**config.mk**
```make
export PLATFORM = sky130hd
export DESIGN_NAME = grc_mul
export DESIGN_NICKNAME = d
export VERILOG_FILES = /design/src/hw/rtl/grc_pkg.sv /design/src/hw/rtl/grc_mul.sv
export SDC_FILE = /design/constraint.sdc
export NUM_CORES = 1
export LEC_CHECK = 0
export ABC_AREA = 0
export BUFFER_PORTS_ARGS = -buffer_cell sky130_fd_sc_hd__buf_2
export CAP_MARGIN = 40
export CORE_ASPECT_RATIO = 0.75
export CORE_MARGIN = 10
export CORE_UTILIZATION = 30
export CTS_CLUSTER_SIZE = 25
export DETAILED_ROUTE_END_ITERATION = 10
export PLACE_DENSITY = 0.45
export SETUP_SLACK_MARGIN = 0.15
export SLEW_MARGIN = 20
export SYNTH_ARGS = -nofsm -noshare
export SYNTH_HDL_FRONTEND = slang
export SYNTH_SLANG_ARGS = --single-unit
```
**constraint.sdc**
```tcl
create_clock -name i_clk -period 6.7 [get_ports i_clk]
set_input_delay 0.67 -clock i_clk [delete_from_list [all_inputs] [get_ports i_clk]]
set_output_delay 0.67 -clock i_clk [all_outputs]
set_load 0.02 [all_outputs]
```
**src/hw/rtl/grc_pkg.sv**
```systemverilog
`timescale 1ns / 1ps
package grc_pkg;

    localparam int MaxGridSideDef = 256;
    localparam int AngleBitsDef   = 12;

    localparam int CfgIdxW  = 3;
    localparam int CfgDataW = 32;

    localparam logic [CfgIdxW-1:0] CFG_ORIGIN_X        = 3'd0;
    localparam logic [CfgIdxW-1:0] CFG_ORIGIN_Y        = 3'd1;
    localparam logic [CfgIdxW-1:0] CFG_CELL_SIZE       = 3'd2;
    localparam logic [CfgIdxW-1:0] CFG_CELLS_PER_METER = 3'd3;
    localparam logic [CfgIdxW-1:0] CFG_GRID_WIDTH      = 3'd4;
    localparam logic [CfgIdxW-1:0] CFG_GRID_HEIGHT     = 3'd5;

    localparam logic [20:0] CellSizeRst      = 21'd3277;
    localparam logic [22:0] CellsPerMeterRst = 23'd1310720;
    localparam logic [8:0]  GridSideRst      = 9'd256;

    localparam logic signed [7:0] OccThresh = 8'sd50;

    localparam int TrigW = 15;
    localparam int MulW  = 24;

    localparam logic REQ_LOAD = 1'b0;
    localparam logic REQ_CAST = 1'b1;

    function automatic int qcos(int i, int ang_bits);
        real a;
        begin
            a = 3.14159265358979323846 * i * (2.0 ** (1 - ang_bits));
            return $rtoi(32767.0 * $cos(a) + 0.5);
        end
    endfunction

endpackage

```
**src/hw/rtl/grc_mul.sv**
```systemverilog
`timescale 1ns / 1ps
module grc_mul (
    input  logic                       i_clk,
    input  logic [grc_pkg::MulW-1:0]   i_a,
    input  logic [grc_pkg::MulW-1:0]   i_b,
    output logic [2*grc_pkg::MulW-1:0] o_p
);
    import grc_pkg::*;

    logic [2*MulW-1:0] r_p;

    always_ff @(posedge i_clk) begin
        r_p <= (2*MulW)'(i_a) * (2*MulW)'(i_b);
    end

    assign o_p = r_p;
endmodule

```
-- Word level (Yosys, flattened, before mapping)
Cells that the tools add are included.
- register bits: 48
- bits of input ports: 49
- output and inout bits: 48
- word-level logic and storage cells: 2
- multipliers: 1
- operators with widths (operator ; count):
    multiplier 24 x 24 -> 48 bit ; 1

-- Logic depth before layout (Yosys ltp)
Gate-level depths: netlist (run 1).
- depth after elaboration: 1
- gate-level depth with buffers: 26
- depth with buffers taken out: 24

-- Worst setup path before layout (run 1)
Ideal clock, no wire load.
- path type: input port to flip-flop
- start: input port i_b[3] (netlist bit)
- end: register r_p[44], in the netlist o_p[44]
- library setup time: 0.064 ns
- arrival time: 6.614 ns
- data required time: 6.636 ns
- path slack: 0.022 ns
- cell stages on the path: 25
- buffers on the path: 1
- cell sequence: clkbuf_1 > nand2_1 > fa_1 > inv_1 > fa_1 > inv_1 > fa_1 > inv_1 > fa_1 > inv_1 > fa_1 > inv_1 > fa_1 > inv_1 > fa_1 > inv_1 > ha_1 > a21oi_1 > nand2_1 > nor3_1 > a2111oi_4 > o21ai_1 > a21oi_1 > or3_1 > nand4_1
- cells in the longest elaborated chain, start to end: 1
- RTL lines (what ; line ; text):
    start: declaration ; grc_mul.sv:5 ; input logic [grc_pkg::MulW-1:0] i_b,
    multiplier 24 x 24 -> 48 bit ; grc_mul.sv:13 ; r_p <= (2*MulW)'(i_a) * (2*MulW)'(i_b);
    end signal: assignment ; grc_mul.sv:13 ;
    end: declaration ; grc_mul.sv:10 ; logic [2*MulW-1:0] r_p;
Every way passes these cells.

-- Worst setup path in the final report (run 1)
- start: input port i_b[4] (netlist bit)
- end: register r_p[44], in the netlist o_p[44]
The elaborated chain is that of the path after synthesis.

==> results.yml, run 1 <==
clock_tree:
  cts_tree: "built"
  clockBufferDepth: 2
  numCtsBuffers: 5
  clk_pin_slew_ps: 80
  root_buffer: "clkbuf_16"
  cts_sinks: 48
  cts_htree_levels: 2
setup_path:
  endpoint_kind: "flop"
  start_kind: "input port"
  worstPathMaxFanout: 5
  crit_type: "input port to flop"
  path_buf_inv: 9
  max_stage_delay_ps: 560
  cp_data_required_time_ps: 6980
  path_delay_family: "adder cells"
  crit_slowest_cell: "fa_2"
  critPathArrivalTime_ps: 6850
synthesis:
  synth.distinct_cells: 51
  synth.most_common_cell: "inv_1"
  synth_top_area_share_pct: 48.11
  yosysSeqAreaShare_pct: 4.791
  syn_nets: 2943
  yosysTopAreaCell: "fa_1"
  synth_edf_count: 0
  netlist_top_cells_area: "fa_1 48%, ha_1 11%, inv_1 10%, and2_1 9.5%, nand2_1 5.7%"
  yosysWarnings: 0
  netlist_top_cells_count: "559 x inv_1, 482 x fa_1, 307 x nand2_1"
  ys.flop_type: "dfxtp_1"
  syn_area_per_cell_um2: 8.961
  synth_async_sr_flop_share_pct: 0
  syn_inst: 2238
  ys_ff_latch: 48
  synth_area_mm2: 0.02006
routing:
  dr.first_iter.drc_count: 911
  wl_per_cell_um: 19.00
  route.detailed.drc: 0
  drt-pass1-iter-count: 5
  vias: 15370
  ant_nets: 0
  drt-total-wl_mm: 64.86
  vias_per_cell: 4.502
placed_design:
  dpl-instance-area_mm2: 0.02319
  hpwlAfterDp_mm: 55.70
  io_buffers: 96
  place_inst: 3349
  gp_congestion: 0.8478
die:
  die_x_um: 318.6
  core.rowCount: 81
  dieHeight_um: 243.9
  ios: 97
  coreArea_mm2: 0.06567
  die_area_mm2: 0.07770
  start_util_pct: 30.54
timing:
  max_freq_ghz: 0.1523
  drv_slew: 0
  tightest_slew_ps: 545.3
  slew_headroom_pct: 63.64
  post-route-period-util_pct: 97.99
  rsz0062_at_grt: "yes"
  setup_violations: 0
  hold_viol_final: 0
  min_period_ps: 6566
  fin_setup_tns_ps: 0
run:
  maxCapViolations: 0
global_route:
  grt_max_degree: 21
  grt_pass1_vias: 16610
  antenna_found_initial: 4
  grt-ovfl-total: 0
  grt_pass1_wl_mm: 100.5
  grt_util_all_layers_pct: 16.57
cells_and_area:
  seqCellArea_um2: 960.9
  drive_above_1_share_pct: 22.62
  fillers: 6730
  layout.cells.non_filler: 3413
  fin_nets: 3246
  diodes: 0
  largest_register_ffs: 48
  multi_input_area_mm2: 0.01735
  area_delta_synth_final_pct: 25.08
  final_area_mm2: 0.02509
worst_hold_path:
  hold_path.class: "input port to flop"
run_status:
  status: "finished clean"
what timing repair did:
item | in CTS | in global routing
setup endpoints to repair | 22 | 23
gates resized for setup | 121 | 204
setup buffers | 15 | 32
cloned | 1 | 8
hold buffers | 0 | 0
pin swaps | 48 | 86
cell usage in the layout, fill, tap and decap left out, types with 5 or more instances in the layout:
cell       netlist  final
ha_1           174    159
buf_2            7     58
and2_1         304    291
a21oi_4          0      5
ha_4             0     14
nand3_1         14      8
nand2_2          0     11
inv_1          559    531
a21o_1          16     16
buf_4            0    275
o21ai_0         15      9
inv_2            0     27
nor2_1          21     18
a21oi_1         48     31
buf_8            0      8
buf_6            0     32
xnor2_1         30     29
o21bai_1         8      8
fa_2             0     29
buf_12           0     19
xor2_1          13     12
fa_1           482    453
and2_4           0     13
a31oi_1          5      5
clkbuf_16        0     12
dfxtp_1         48     48
nand2_1        307    292
nand4_1         13     13
o21ai_1          4      6
a21oi_2          1     13
stage by stage:
stage               setup slack, ps  utilization, %  hold slack [ps]
floorplan                     137.5               -            797.3
global placement             -663.7           35.31             1091
detailed placement           -560.8           35.31             1087
CTS                           48.78           36.52            834.9
global route                 -49.51           38.20            793.4
finish                        134.4           38.20            776.4
layout make-up:
class                      instances  area share, %
clock buffer                       6         0.5536
multi-input combinational       1526          69.17
timing repair buffer             401          13.58
clock inverter                     2         0.1546
sequential                        48          3.831
tap                              871          4.344
inverter                         559          8.374
path summary, 6_finish.rpt:
check	from	end	slack, ps	cells past startpoint
worst max-delay path	i_b[4]	o_p[44]	130	26
worst min-delay path	i_b[0]	o_p[0]	780	3
per-layer routing:
layer  wire, um  share of wire [%]  GRT usage, %
met1      33320                 51         25.88
met2      25870                 40         22.46
met4        561               0.86         2.101
met3       5074                7.8         4.677
met5         31              0.048             0
cells by family after synthesis:
| family | after synthesis | share of synthesized area (%) |
|---|---|---|
| AND/OR/NAND/NOR | 696 | 17.57 |
| adder cells (fa/ha/maj) | 656 | 58.97 |
| buffers and inverters | 664 | 12.47 |
| AO/OA/AOI/OAI | 131 | 4.317 |
| flip-flops | 48 | 4.791 |
| XOR/XNOR | 43 | 1.878 |
Power of run 1 is not shown: default switching activity piles up to over one toggle a cycle in this logic, so the estimate is an artifact.
==> inputs of run 2 (changes only) <==
Settings changed: CORE_UTILIZATION 30 to 59, PLACE_DENSITY 0.45 to 0.79.
==> results.yml, run 2 (synthesis results as in run 1) <==
clock_tree:
  cts_sinks: 48
  clockBufferDepth: 2
  root_buffer: "clkbuf_16"
  cts_tree: "built"
  cts_htree_levels: 2
  clk_pin_slew_ps: 80
  numCtsBuffers: 5
timing:
  max_freq_ghz: 0.1489
  min_period_ps: 6714
  hold_viol_final: 0
  fin_setup_tns_ps: -32.45
  fin_ws_ps: -14.28
  tightest_slew_ps: 469.6
  drv_slew: 0
  setup_violations: 3
  post-route-period-util_pct: 100.2
  rsz0062_at_grt: "yes"
  slew_headroom_pct: 68.50
setup_path:
  start_kind: "input port"
  cp_data_required_time_ps: 6910
  crit_type: "input port to flop"
  critPathArrivalTime_ps: 6920
  endpoint_kind: "flop"
  worstPathMaxFanout: 15
routing:
  dr.first_iter.drc_count: 1522
  ant_nets: 0
  drt-pass1-iter-count: 7
  wl_per_cell_um: 20.22
  vias: 16330
  vias_per_cell: 5.540
  drt-total-wl_mm: 59.60
  route.detailed.drc: 0
global_route:
  antenna_found_initial: 2
  grt-ovfl-total: 0
  grt_pass1_vias: 17480
  grt_pass1_wl_mm: 94.32
  grt_max_degree: 23
  grt_util_all_layers_pct: 28.64
cells_and_area:
  area_delta_synth_final_pct: 19.91
  final_util_pct: 71.73
  drive_above_1_share_pct: 20.63
  largest_register_ffs: 48
  fin_nets: 3200
  fillers: 2281
  final_area_mm2: 0.02405
  layout_commonest_cell: "inv_1"
  most-common-layout-cells: "539 x inv_1, 455 x fa_1, 299 x nand2_1"
die:
  ios: 97
  start_util_pct: 59.82
  core.rowCount: 58
  dieHeight_um: 179.7
  die_area_mm2: 0.04184
  die_x_um: 232.9
  coreArea_mm2: 0.03353
placed_design:
  dpl-instance-area_mm2: 0.02237
  hpwlAfterDp_mm: 48.68
  gp_congestion: 0.9481
  io_buffers: 96
  post-place-ws_ps: -480.5
run:
  maxCapViolations: 0
run_status:
  violations: "setup timing"
  status: "finished with violations"
worst_hold_path:
  hold_path.class: "input port to flop"
==> run 2: cell types whose count changed in the layout (fill, tap and decap cells not counted), moves of 3 or more <==
cell	change
buf_16	+3
o21ai_2	+4
buf_12	-7
nand2_4	-4
nand2_2	-3
clkbuf_16	-5
inv_2	-7
buf_4	-49
nand3_1	+4
buf_2	+9
nand2_1	+7
inv_1	+8
==> run 2: final timing paths <==
| path | from | endpoint | slack (ps) | depth (start not counted) |
|---|---|---|---|---|
| hold / removal | i_a[0] | o_p[0] | 910 | 3 |
| setup / recovery | i_a[16] | o_p[41] | -10 | 26 |
==> run 2: worst max-delay path, stage by stage <==
cell	delay (ps)
buf_2	120
buf_6	190
nand2_1	110
fa_1	570
inv_1	70
fa_1	480
inv_1	50
fa_1	500
inv_1	60
fa_1	590
fa_1	480
fa_1	510
inv_1	50
fa_1	500
inv_2	50
ha_4	270
buf_4	100
nand4_1	150
buf_6	170
buf_4	130
a2111oi_4	270
nor4_4	90
buf_4	160
nor4_4	350
nor3_2	90
xnor2_1	130
==> run 2: layer usage <==
| metal | track usage [%] | wire length [um] | vias up |
|---|---|---|---|
| met1 | 39.25 | 23780 | 8226 |
| met4 | 6.117 | 1361 | 4 |
| met5 | 0 | 23 | - |
| li1 | - | - | 7005 |
| met3 | 11.77 | 7921 | 110 |
| met2 | 41.90 | 26510 | 981 |
==> run 2: cell type report <==
| type | count | area, um2 | share of cell area [%] |
|---|---|---|---|
| Sequential cell | 48 | 960.9 | 3.996 |
| Tap cell | 450 | 563.0 | 2.341 |
| Timing Repair Buffer | 355 | 2959 | 12.30 |
| Antenna cell | 1 | 2.502 | 0.01041 |
| Clock inverter | 3 | 46.29 | 0.1925 |
| Clock buffer | 5 | 125.1 | 0.5203 |
| Inverter | 559 | 2098 | 8.725 |
| Multi-Input combinational cell | 1526 | 17290 | 71.91 |
==> run 2: stage by stage <==
stage / std cells / hold WS (ps)
2_1_floorplan: 2238 / 797.3
3_3_place_gp: 2889 / 1088
3_5_place_dp: 2889 / 1089
4_1_cts: 2927 / 896.3
5_1_grt: 2946 / 920.8
6_report: 2947 / 911.4
==> run 2: timing repair <==
action | CTS | global route
setup buffers | 26 | 17
setup endpoints to repair | 19 | 23
hold buffers | 0 | 0
pin swaps | 71 | 62
cloned | 4 | 2
hold endpoints to repair | 0 | 0
resized for setup | 134 | 119
Power of run 2 is left out for the same reason.
